## config.mk

```make
export PLATFORM = sky130hd
export DESIGN_NAME = scan_code_line_editor_core
export DESIGN_NICKNAME = d
export VERILOG_FILES = /design/src/design/sce_pkg.sv /design/src/design/sce_front.sv /design/src/design/sce_cmd_queue.sv /design/src/design/sce_back.sv /design/src/design/scan_code_line_editor_core.sv
export SDC_FILE = /design/constraint.sdc
export NUM_CORES = 1
export LEC_CHECK = 0
export ABC_AREA = 1
export BUFFER_PORTS_ARGS = -buffer_cell sky130_fd_sc_hd__clkbuf_2
export CORE_ASPECT_RATIO = 0.75
export CORE_MARGIN = 8
export CORE_UTILIZATION = 66
export DETAILED_ROUTE_END_ITERATION = 10
export HOLD_SLACK_MARGIN = 0.05
export PLACE_DENSITY = 0.84
export SLEW_MARGIN = 40
export SYNTH_ARGS = -nofsm -noshare
export SYNTH_HDL_FRONTEND = slang
export SYNTH_SLANG_ARGS = --single-unit
```

## constraint.sdc

```tcl
create_clock -name clk -period 4.17 [get_ports clk]
set_input_delay 1.0425 -clock clk [delete_from_list [all_inputs] [get_ports clk]]
set_output_delay 1.0425 -clock clk [all_outputs]
set_load 0.02 [all_outputs]
```

## src/design/sce_pkg.sv

```systemverilog
// shared types, scan code constants and key tables for the scan code line editor
// no dependencies
package sce_pkg;

    localparam int LINE_MAX = 128;
    localparam logic [7:0] LINE_LAST = 8'(LINE_MAX - 1);

    localparam logic [7:0] SC_BACKSPACE = 8'h0e;
    localparam logic [7:0] SC_ENTER     = 8'h1c;
    localparam logic [7:0] SC_CAPS      = 8'h3a;
    localparam logic [7:0] SC_LSHIFT_D  = 8'h2a;
    localparam logic [7:0] SC_LSHIFT_U  = 8'haa;
    localparam logic [7:0] SC_RSHIFT_D  = 8'h36;
    localparam logic [7:0] SC_RSHIFT_U  = 8'hb6;
    localparam logic [7:0] SC_CTRL_D    = 8'h1d;
    localparam logic [7:0] SC_CTRL_U    = 8'h9d;
    localparam logic [7:0] SC_ALT_D     = 8'h38;
    localparam logic [7:0] SC_ALT_U     = 8'hb8;
    localparam logic [7:0] SC_L         = 8'h26;
    localparam logic [7:0] SC_F1        = 8'h3b;
    localparam logic [7:0] SC_F3        = 8'h3d;

    localparam logic [6:0] CH_SPACE = 7'h20;

    typedef enum logic [2:0] {
        ACT_NONE   = 3'd0,
        ACT_STORE  = 3'd1,
        ACT_ERASE  = 3'd2,
        ACT_DONE   = 3'd3,
        ACT_SWITCH = 3'd4,
        ACT_CLEAR  = 3'd5,
        ACT_READ   = 3'd6
    } action_t;

    typedef enum logic [3:0] {
        OP_NONE    = 4'd0,
        OP_START   = 4'd1,
        OP_CAPS    = 4'd2,
        OP_SHIFT_D = 4'd3,
        OP_SHIFT_U = 4'd4,
        OP_CTRL_D  = 4'd5,
        OP_CTRL_U  = 4'd6,
        OP_ALT_D   = 4'd7,
        OP_ALT_U   = 4'd8,
        OP_ENTER   = 4'd9,
        OP_BKSP    = 4'd10,
        OP_KEY     = 4'd11
    } op_t;

    typedef struct packed {
        op_t        op;
        logic       fkey;
        logic       key_l;
        logic       printable;
        logic [1:0] term;
        logic [6:0] plain_ch;
        logic [6:0] caps_ch;
        logic [6:0] shift_ch;
        logic [7:0] limit;
    } cmd_t;

    typedef struct packed {
        action_t    action;
        logic [6:0] ch;
        logic [7:0] pos;
        logic [1:0] term;
        logic [7:0] len;
    } res_t;

    function automatic logic [6:0] plain_char(input logic [5:0] code);
        logic [6:0] c;
        case (code)
            6'd2:  c = 7'h31;
            6'd3:  c = 7'h32;
            6'd4:  c = 7'h33;
            6'd5:  c = 7'h34;
            6'd6:  c = 7'h35;
            6'd7:  c = 7'h36;
            6'd8:  c = 7'h37;
            6'd9:  c = 7'h38;
            6'd10: c = 7'h39;
            6'd11: c = 7'h30;
            6'd12: c = 7'h2d;
            6'd13: c = 7'h3d;
            6'd16: c = 7'h71;
            6'd17: c = 7'h77;
            6'd18: c = 7'h65;
            6'd19: c = 7'h72;
            6'd20: c = 7'h74;
            6'd21: c = 7'h79;
            6'd22: c = 7'h75;
            6'd23: c = 7'h69;
            6'd24: c = 7'h6f;
            6'd25: c = 7'h70;
            6'd26: c = 7'h5b;
            6'd27: c = 7'h5d;
            6'd30: c = 7'h61;
            6'd31: c = 7'h73;
            6'd32: c = 7'h64;
            6'd33: c = 7'h66;
            6'd34: c = 7'h67;
            6'd35: c = 7'h68;
            6'd36: c = 7'h6a;
            6'd37: c = 7'h6b;
            6'd38: c = 7'h6c;
            6'd39: c = 7'h3b;
            6'd40: c = 7'h27;
            6'd41: c = 7'h60;
            6'd43: c = 7'h5c;
            6'd44: c = 7'h7a;
            6'd45: c = 7'h78;
            6'd46: c = 7'h63;
            6'd47: c = 7'h76;
            6'd48: c = 7'h62;
            6'd49: c = 7'h6e;
            6'd50: c = 7'h6d;
            6'd51: c = 7'h2c;
            6'd52: c = 7'h2e;
            6'd53: c = 7'h2f;
            6'd57: c = 7'h20;
            default: c = 7'h00;
        endcase
        return c;
    endfunction

    function automatic logic [6:0] shift_char(input logic [5:0] code);
        logic [6:0] c;
        case (code)
            6'd2:  c = 7'h21;
            6'd3:  c = 7'h40;
            6'd4:  c = 7'h23;
            6'd5:  c = 7'h24;
            6'd6:  c = 7'h25;
            6'd7:  c = 7'h5e;
            6'd8:  c = 7'h26;
            6'd9:  c = 7'h2a;
            6'd10: c = 7'h28;
            6'd11: c = 7'h29;
            6'd12: c = 7'h5f;
            6'd13: c = 7'h2b;
            6'd16: c = 7'h51;
            6'd17: c = 7'h57;
            6'd18: c = 7'h45;
            6'd19: c = 7'h52;
            6'd20: c = 7'h54;
            6'd21: c = 7'h59;
            6'd22: c = 7'h55;
            6'd23: c = 7'h49;
            6'd24: c = 7'h4f;
            6'd25: c = 7'h50;
            6'd26: c = 7'h7b;
            6'd27: c = 7'h7d;
            6'd30: c = 7'h41;
            6'd31: c = 7'h53;
            6'd32: c = 7'h44;
            6'd33: c = 7'h46;
            6'd34: c = 7'h47;
            6'd35: c = 7'h48;
            6'd36: c = 7'h4a;
            6'd37: c = 7'h4b;
            6'd38: c = 7'h4c;
            6'd39: c = 7'h3a;
            6'd40: c = 7'h22;
            6'd41: c = 7'h7e;
            6'd43: c = 7'h7c;
            6'd44: c = 7'h5a;
            6'd45: c = 7'h58;
            6'd46: c = 7'h43;
            6'd47: c = 7'h56;
            6'd48: c = 7'h42;
            6'd49: c = 7'h4e;
            6'd50: c = 7'h4d;
            6'd51: c = 7'h3c;
            6'd52: c = 7'h3e;
            6'd53: c = 7'h3f;
            6'd57: c = 7'h20;
            default: c = 7'h00;
        endcase
        return c;
    endfunction

endpackage

```

## src/design/sce_front.sv

```systemverilog
// front end: classifies an incoming item and looks up its characters
// depends on sce_pkg
module sce_front (
    input  logic           kind,
    input  logic [7:0]     scan_code,
    input  logic [7:0]     max_chars,
    output sce_pkg::cmd_t  cmd
);
    import sce_pkg::*;

    logic [7:0] lim;
    logic [7:0] f_off;

    assign lim   = max_chars - 8'd1;
    assign f_off = scan_code - SC_F1;

    always_comb
    begin
        cmd           = '0;
        cmd.op        = OP_NONE;
        cmd.fkey      = (scan_code >= SC_F1) && (scan_code <= SC_F3);
        cmd.key_l     = (scan_code == SC_L);
        cmd.printable = (scan_code <= SC_F3);
        cmd.term      = f_off[1:0];
        cmd.plain_ch  = plain_char(scan_code[5:0]);
        cmd.shift_ch  = shift_char(scan_code[5:0]);
        cmd.caps_ch   = cmd.plain_ch;
        if (cmd.plain_ch inside {[7'h61:7'h7a]})
        begin
            cmd.caps_ch = cmd.plain_ch - 7'h20;
        end
        cmd.limit = (lim > LINE_LAST) ? LINE_LAST : lim;

        if (kind)
        begin
            cmd.op = (max_chars != 8'd0) ? OP_START : OP_NONE;
        end
        else
        begin
            case (scan_code)
                SC_CAPS:                  cmd.op = OP_CAPS;
                SC_LSHIFT_D, SC_RSHIFT_D: cmd.op = OP_SHIFT_D;
                SC_LSHIFT_U, SC_RSHIFT_U: cmd.op = OP_SHIFT_U;
                SC_CTRL_D:                cmd.op = OP_CTRL_D;
                SC_CTRL_U:                cmd.op = OP_CTRL_U;
                SC_ALT_D:                 cmd.op = OP_ALT_D;
                SC_ALT_U:                 cmd.op = OP_ALT_U;
                SC_ENTER:                 cmd.op = OP_ENTER;
                SC_BACKSPACE:             cmd.op = OP_BKSP;
                default:                  cmd.op = OP_KEY;
            endcase
        end
    end

endmodule

```

## src/design/sce_cmd_queue.sv

```systemverilog
// two-entry queue of classified commands between front and back
// depends on sce_pkg
module sce_cmd_queue (
    input  logic           clk,
    input  logic           rst_n,
    input  logic           wr_en,
    input  sce_pkg::cmd_t  wr_cmd,
    output logic           full,
    input  logic           rd_en,
    output logic           rd_valid,
    output sce_pkg::cmd_t  rd_cmd
);
    import sce_pkg::*;

    cmd_t       mem_reg [2];
    logic       wr_ptr_reg;
    logic       rd_ptr_reg;
    logic [1:0] count_reg;
    logic [1:0] count_next;
    logic       do_wr;
    logic       do_rd;

    assign full     = (count_reg == 2'd2);
    assign rd_valid = (count_reg != 2'd0);
    assign rd_cmd   = mem_reg[rd_ptr_reg];
    assign do_wr    = wr_en && !full;
    assign do_rd    = rd_en && rd_valid;

    always_comb
    begin
        count_next = count_reg;
        if (do_wr && !do_rd)
        begin
            count_next = count_reg + 2'd1;
        end
        else if (!do_wr && do_rd)
        begin
            count_next = count_reg - 2'd1;
        end
    end

    always_ff @(posedge clk or negedge rst_n)
    begin
        if (!rst_n)
        begin
            wr_ptr_reg <= 1'b0;
            rd_ptr_reg <= 1'b0;
            count_reg  <= 2'd0;
        end
        else
        begin
            count_reg <= count_next;
            if (do_wr)
            begin
                wr_ptr_reg <= !wr_ptr_reg;
            end
            if (do_rd)
            begin
                rd_ptr_reg <= !rd_ptr_reg;
            end
        end
    end

    always_ff @(posedge clk)
    begin
        if (do_wr)
        begin
            mem_reg[wr_ptr_reg] <= wr_cmd;
        end
    end

endmodule

```

## src/design/sce_back.sv

```systemverilog
// back end: keeps modifier and line state, executes commands, buffers results
// depends on sce_pkg
module sce_back (
    input  logic           clk,
    input  logic           rst_n,
    input  logic           cmd_valid,
    input  sce_pkg::cmd_t  cmd,
    output logic           cmd_take,
    output logic           res_empty,
    input  logic           res_pop,
    output sce_pkg::res_t  res
);
    import sce_pkg::*;

    logic       shift_reg, shift_next;
    logic       caps_reg, caps_next;
    logic       ctrl_reg, ctrl_next;
    logic       alt_reg, alt_next;
    logic       reading_reg, reading_next;
    logic [7:0] pos_reg, pos_next;
    logic [7:0] limit_reg, limit_next;
    res_t       r;

    res_t       buf_reg [2];
    logic       wr_ptr_reg;
    logic       rd_ptr_reg;
    logic [1:0] count_reg;
    logic [1:0] count_next;
    logic       do_pop;

    assign cmd_take  = cmd_valid && (count_reg != 2'd2);
    assign res_empty = (count_reg == 2'd0);
    assign res       = buf_reg[rd_ptr_reg];
    assign do_pop    = res_pop && !res_empty;

    always_comb
    begin
        shift_next   = shift_reg;
        caps_next    = caps_reg;
        ctrl_next    = ctrl_reg;
        alt_next     = alt_reg;
        reading_next = reading_reg;
        pos_next     = pos_reg;
        limit_next   = limit_reg;
        r            = '0;
        r.action     = ACT_NONE;
        case (cmd.op)
            OP_START:
            begin
                limit_next   = cmd.limit;
                pos_next     = 8'd0;
                reading_next = 1'b1;
                shift_next   = 1'b0;
                caps_next    = 1'b0;
                ctrl_next    = 1'b0;
                r.action     = ACT_READ;
            end
            OP_CAPS:    caps_next  = !caps_reg;
            OP_SHIFT_D: shift_next = 1'b1;
            OP_SHIFT_U: shift_next = 1'b0;
            OP_CTRL_D:  ctrl_next  = 1'b1;
            OP_CTRL_U:  ctrl_next  = 1'b0;
            OP_ALT_D:   alt_next   = 1'b1;
            OP_ALT_U:   alt_next   = 1'b0;
            OP_ENTER, OP_BKSP, OP_KEY:
            begin
                if (alt_reg)
                begin
                    if (cmd.fkey)
                    begin
                        r.action = ACT_SWITCH;
                        r.term   = cmd.term;
                    end
                end
                else if (ctrl_reg)
                begin
                    if (cmd.key_l)
                    begin
                        r.action = ACT_CLEAR;
                    end
                end
                else if (reading_reg)
                begin
                    if (cmd.op == OP_ENTER)
                    begin
                        reading_next = 1'b0;
                        r.action     = ACT_DONE;
                        r.pos        = pos_reg;
                        r.len        = pos_reg;
                    end
                    else if (cmd.op == OP_BKSP)
                    begin
                        if (pos_reg != 8'd0)
                        begin
                            pos_next = pos_reg - 8'd1;
                            r.action = ACT_ERASE;
                            r.ch     = CH_SPACE;
                            r.pos    = pos_reg - 8'd1;
                        end
                    end
                    else if ((pos_reg < limit_reg) && cmd.printable)
                    begin
                        r.action = ACT_STORE;
                        r.ch     = shift_reg ? cmd.shift_ch
                                 : (caps_reg ? cmd.caps_ch : cmd.plain_ch);
                        r.pos    = pos_reg;
                        pos_next = pos_reg + 8'd1;
                    end
                end
            end
            default: r.action = ACT_NONE;
        endcase
    end

    always_comb
    begin
        count_next = count_reg;
        if (cmd_take && !do_pop)
        begin
            count_next = count_reg + 2'd1;
        end
        else if (!cmd_take && do_pop)
        begin
            count_next = count_reg - 2'd1;
        end
    end

    always_ff @(posedge clk or negedge rst_n)
    begin
        if (!rst_n)
        begin
            shift_reg   <= 1'b0;
            caps_reg    <= 1'b0;
            ctrl_reg    <= 1'b0;
            alt_reg     <= 1'b0;
            reading_reg <= 1'b0;
            pos_reg     <= 8'd0;
            limit_reg   <= 8'd0;
            wr_ptr_reg  <= 1'b0;
            rd_ptr_reg  <= 1'b0;
            count_reg   <= 2'd0;
        end
        else
        begin
            count_reg <= count_next;
            if (do_pop)
            begin
                rd_ptr_reg <= !rd_ptr_reg;
            end
            if (cmd_take)
            begin
                shift_reg   <= shift_next;
                caps_reg    <= caps_next;
                ctrl_reg    <= ctrl_next;
                alt_reg     <= alt_next;
                reading_reg <= reading_next;
                pos_reg     <= pos_next;
                limit_reg   <= limit_next;
                wr_ptr_reg  <= !wr_ptr_reg;
            end
        end
    end

    always_ff @(posedge clk)
    begin
        if (cmd_take)
        begin
            buf_reg[wr_ptr_reg] <= r;
        end
    end

endmodule

```

## src/design/scan_code_line_editor_core.sv

```systemverilog
// scan code line editor, top level
// an input is registered in the command queue, then executed and registered in the result queue
// throughput: one item per cycle while the result queue has room, set by the execute step in the back end
// front end classifies into a two-entry queue; back end feeds a two-entry result queue
// reset: asynchronous active low, clears all flags, line state and both queues
// depends on sce_pkg, sce_front, sce_cmd_queue, sce_back
module scan_code_line_editor_core (
    input  logic       clk,
    input  logic       rst_n,
    input  logic       push,
    output logic       full,
    input  logic       kind,
    input  logic [7:0] scan_code,
    input  logic [7:0] max_chars,
    output logic       empty,
    input  logic       pop,
    output logic [2:0] action,
    output logic [6:0] char_out,
    output logic [7:0] position,
    output logic [1:0] terminal,
    output logic [7:0] line_length
);
    import sce_pkg::*;

    cmd_t front_cmd;
    cmd_t q_cmd;
    logic q_valid;
    logic q_take;
    res_t res;

    sce_front u_front (
        .kind      (kind),
        .scan_code (scan_code),
        .max_chars (max_chars),
        .cmd       (front_cmd)
    );

    sce_cmd_queue u_queue (
        .clk      (clk),
        .rst_n    (rst_n),
        .wr_en    (push),
        .wr_cmd   (front_cmd),
        .full     (full),
        .rd_en    (q_take),
        .rd_valid (q_valid),
        .rd_cmd   (q_cmd)
    );

    sce_back u_back (
        .clk       (clk),
        .rst_n     (rst_n),
        .cmd_valid (q_valid),
        .cmd       (q_cmd),
        .cmd_take  (q_take),
        .res_empty (empty),
        .res_pop   (pop),
        .res       (res)
    );

    assign action      = res.action;
    assign char_out    = res.ch;
    assign position    = res.pos;
    assign terminal    = res.term;
    assign line_length = res.len;

endmodule

```

==> impl_metrics.yaml <==
power:
  p_per_area_mw_per_mm2: 686.3
  clockPowerShare_pct: 23.1
  intPower_w: 0.003812
  ir_drop_mv: 0.6074
  power.total_w: 0.006428
  combinationalPowerShare_pct: 38.5
  switchingPower_w: 0.002617
  p_leak_nw: 4.242
  sequentialPowerShare_pct: 38.4
  switching_share_pct: 40.71
min_path:
  hold_path.class: "reg2reg"
  hold_start: "u_queue.mem_reg[1][5]"
  min_to: "u_back.limit_reg[5]"
  min_path_cells: 2
route:
  routedWlPerCell_um: 16.51
  drc: 0
  vias: 6839
  viasPerCell: 5.771
  postRouteAntennaNets: 0
  firstDrtPassIters: 7
  drtIter0Drc: 740
  routed_wl_um: 19570
setup_path:
  end_kind: "flip-flop"
  arrival_ns: 3.11
  path_class: "in2reg"
  reg2reg_slack_ns: 1.48
  reg2reg_depth: 10
  cp_max_fo: 12
  worstReg2RegStart: "u_queue.rd_ptr_reg"
  crit_required_ns: 4.35
  start_kind: "input pin"
  r2r-end: "u_back.buf_reg[1][25]"
floorplan:
  die_h_um: 113.6
  fp.coreArea_mm2: 0.01235
  rows: 35
  initial_core_util_pct: 67.89
  fp.dieArea_mm2: 0.01660
  dieWidth_um: 146.1
  num_io_pins: 51
timing:
  rsz0062_at_grt: "no"
  fin_crit_ns: 2.936
  finalCritPeriodShare_pct: 70.40
  hold_slack_ns: 0.5278
  setup_viol: 0
  worstMarginPinSlew_ns: 0.7597
  skew_ns: 0.009989
  slew_violations: 0
  finalSetupTns_ns: 0
  fmax_mhz: 340.6
  slew_headroom_pct: 49.35
  hold_viol_final: 0
cts:
  cts_tree: "done"
  clockRootBuffer: "clkbuf_16"
  cts_buffers: 17
  cts_setup_buffers: 0
  cts_resized: 0
  worst_skew_pair.late_latency_ns: 0.43
  cts-hold-fix-buffers: 0
  clk_pin_slew_ns: 0.07
  cts_sinks: 151
  clock_path_buffers: 2
  h-tree-depth: 4
cells_and_area:
  layout-drive-gt1-share_pct: 14.23
  antenna_cells: 0
  fin_util_pct: 75.85
  syn2layout_area_growth_pct: 11.71
  largest_reg_flops: 66
  stdcell_count: 1185
  fin_nets: 1055
synthesis:
  synth-edff-count: 122
  ys_warn_count: 0
  ys_types: 51
  syn_area_mm2: 0.008384
  ys_ff_latch: 151
  ys_seq_area_share_pct: 52.35
  synth_flop_cell: "edfxtp_1"
  synthCells: 953
  async_reset_ff_share_pct: 19.21
  synth_area_per_cell_um2: 8.798
grt:
  antenna_found_initial: 0
  grt.total_usage_pct: 24.14
  first_global_vias: 6711
  overflow: 0
  grt_first_pass_wirelength_um: 32130
  grt_max_degree: 35
placement:
  hpwl_um: 13690
  dp_cells: 1153
  place_congestion: 0.9613
  io_buffers: 50
run:
  drv_cap: 0
outcome:
  status: "complete, no violations"
[cells by family (layout without fill, tap and decap cells)]
family,Yosys count,count (layout),synth area share [%]
flip-flops,151,151,52.35
adder cells (fa/ha/maj),28,28,4.179
AO/OA/AOI/OAI,114,114,8.596
XOR/XNOR,20,20,2.089
multiplexers,1,1,0.1194
buffers and inverters,137,202,6.685
other,1,2,0.04473
AND/OR/NAND/NOR,501,501,25.94
[power groups by stage]
stage / combinational (W) / clock, W / sequential [W]
floorplan: 0.00180 / 0 / 0.00243
global placement: 0.00237 / 0 / 0.00247
detailed placement: 0.00245 / 0 / 0.00249
CTS: 0.00248 / 0.00150 / 0.00247
global route: 0.00273 / 0.00155 / 0.00252
finish: 0.00247 / 0.00148 / 0.00247
[metal layers]
| metal | wire, um | vias to the layer above | share of wire (%) | track usage, % |
|---|---|---|---|---|
| met2 | 9489 | 304 | 48 | 41.20 |
| met5 | 0 | - | 0 | 0 |
| li1 | - | 3280 | - | - |
| met4 | 496 | 0 | 2.5 | 10.34 |
| met1 | 8065 | 3204 | 41 | 29.06 |
| met3 | 1516 | 51 | 7.7 | 5.617 |
[synthesized netlist by cell type, drive strengths merged, types with 7 or more instances]
master	instances	area [um^2]
o22ai	7	43.79
a21oi	35	186.4
nand2	321	1245
inv	107	406.6
nand3	49	257.8
xor2	16	140.1
nor2	94	424.2
clkbuf	9	33.78
ha	28	350.3
nand4	10	62.56
a31oi	13	81.33
dfrtp	29	725.7
edfxtp	122	3664
nor3	20	135.1
buf	20	116.4
o21ai	34	196.4
[through the flow]
stage,instance area (um^2),setup slack [ns]
5_1_grt,9366,0.9628
3_5_place_dp,8796,0.8209
2_1_floorplan,8388,1.143
4_1_cts,9366,1.264
3_3_place_gp,8796,0.9054
6_report,9366,1.234
[critical path, cell delays in order]
cell and delay (ns):
clkbuf_2 0.23, inv_1 0.22, ha_1 0.44, inv_1 0.08, nand2_1 0.11, nand2_1 0.06, nand2_1 0.05, nand2_1 0.05
nand2_1 0.05, nand2_1 0.06, nor2_1 0.21, nand2_1 0.08, nand2_1 0.09, inv_1 0.05, nand2_1 0.06, nand3_1 0.10
nand2_1 0.07, nand2_1 0.06
[layout make-up]
type / instances / area (um^2)
Tap cell: 166 / 207.7
Clock buffer: 17 / 425.4
Fill cell: 825 / 2983
Clock inverter: 15 / 145.1
Multi-Input combinational cell: 666 / 3448
Timing Repair Buffer: 62 / 340.3
Sequential cell: 151 / 4389
Inverter: 108 / 410.4
[cell usage in the layout (no fill, tap or decap), drive strengths merged, types with 3 or more instances in the layout]
cell / netlist / routed
ha: 28 / 28
nor4: 4 / 4
a32o: 6 / 6
dfrtp: 29 / 29
nand3: 49 / 49
inv: 107 / 113
a21oi: 35 / 35
o21ai: 34 / 34
a31oi: 13 / 13
clkbuf: 9 / 67
nor2: 94 / 94
buf: 20 / 12
o22ai: 7 / 7
xnor2: 4 / 4
a211oi: 3 / 3
o211ai: 3 / 3
nand2: 321 / 321
edfxtp: 122 / 122
nand4: 10 / 10
xor2: 16 / 16
clkinv: 1 / 8
nor3: 20 / 20
[worst max path at each step]
stage | slack [ns] | depth (start not counted) | startpoint | to
4_1_cts | 1.26 | 18 | scan_code[1] | u_queue.mem_reg[1][20]
5_1_grt | 0.96 | 17 | scan_code[0] | u_queue.mem_reg[0][20]
6_report | 1.23 | 18 | scan_code[1] | u_queue.mem_reg[1][20]
2_1_floorplan | 1.14 | 2 | push | u_queue.mem_reg[1][0]
3_3_place_gp | 0.91 | 18 | scan_code[1] | u_queue.mem_reg[0][21]
3_5_place_dp | 0.82 | 18 | scan_code[1] | u_queue.mem_reg[1][20]
Power figures use the tool's default switching activity.
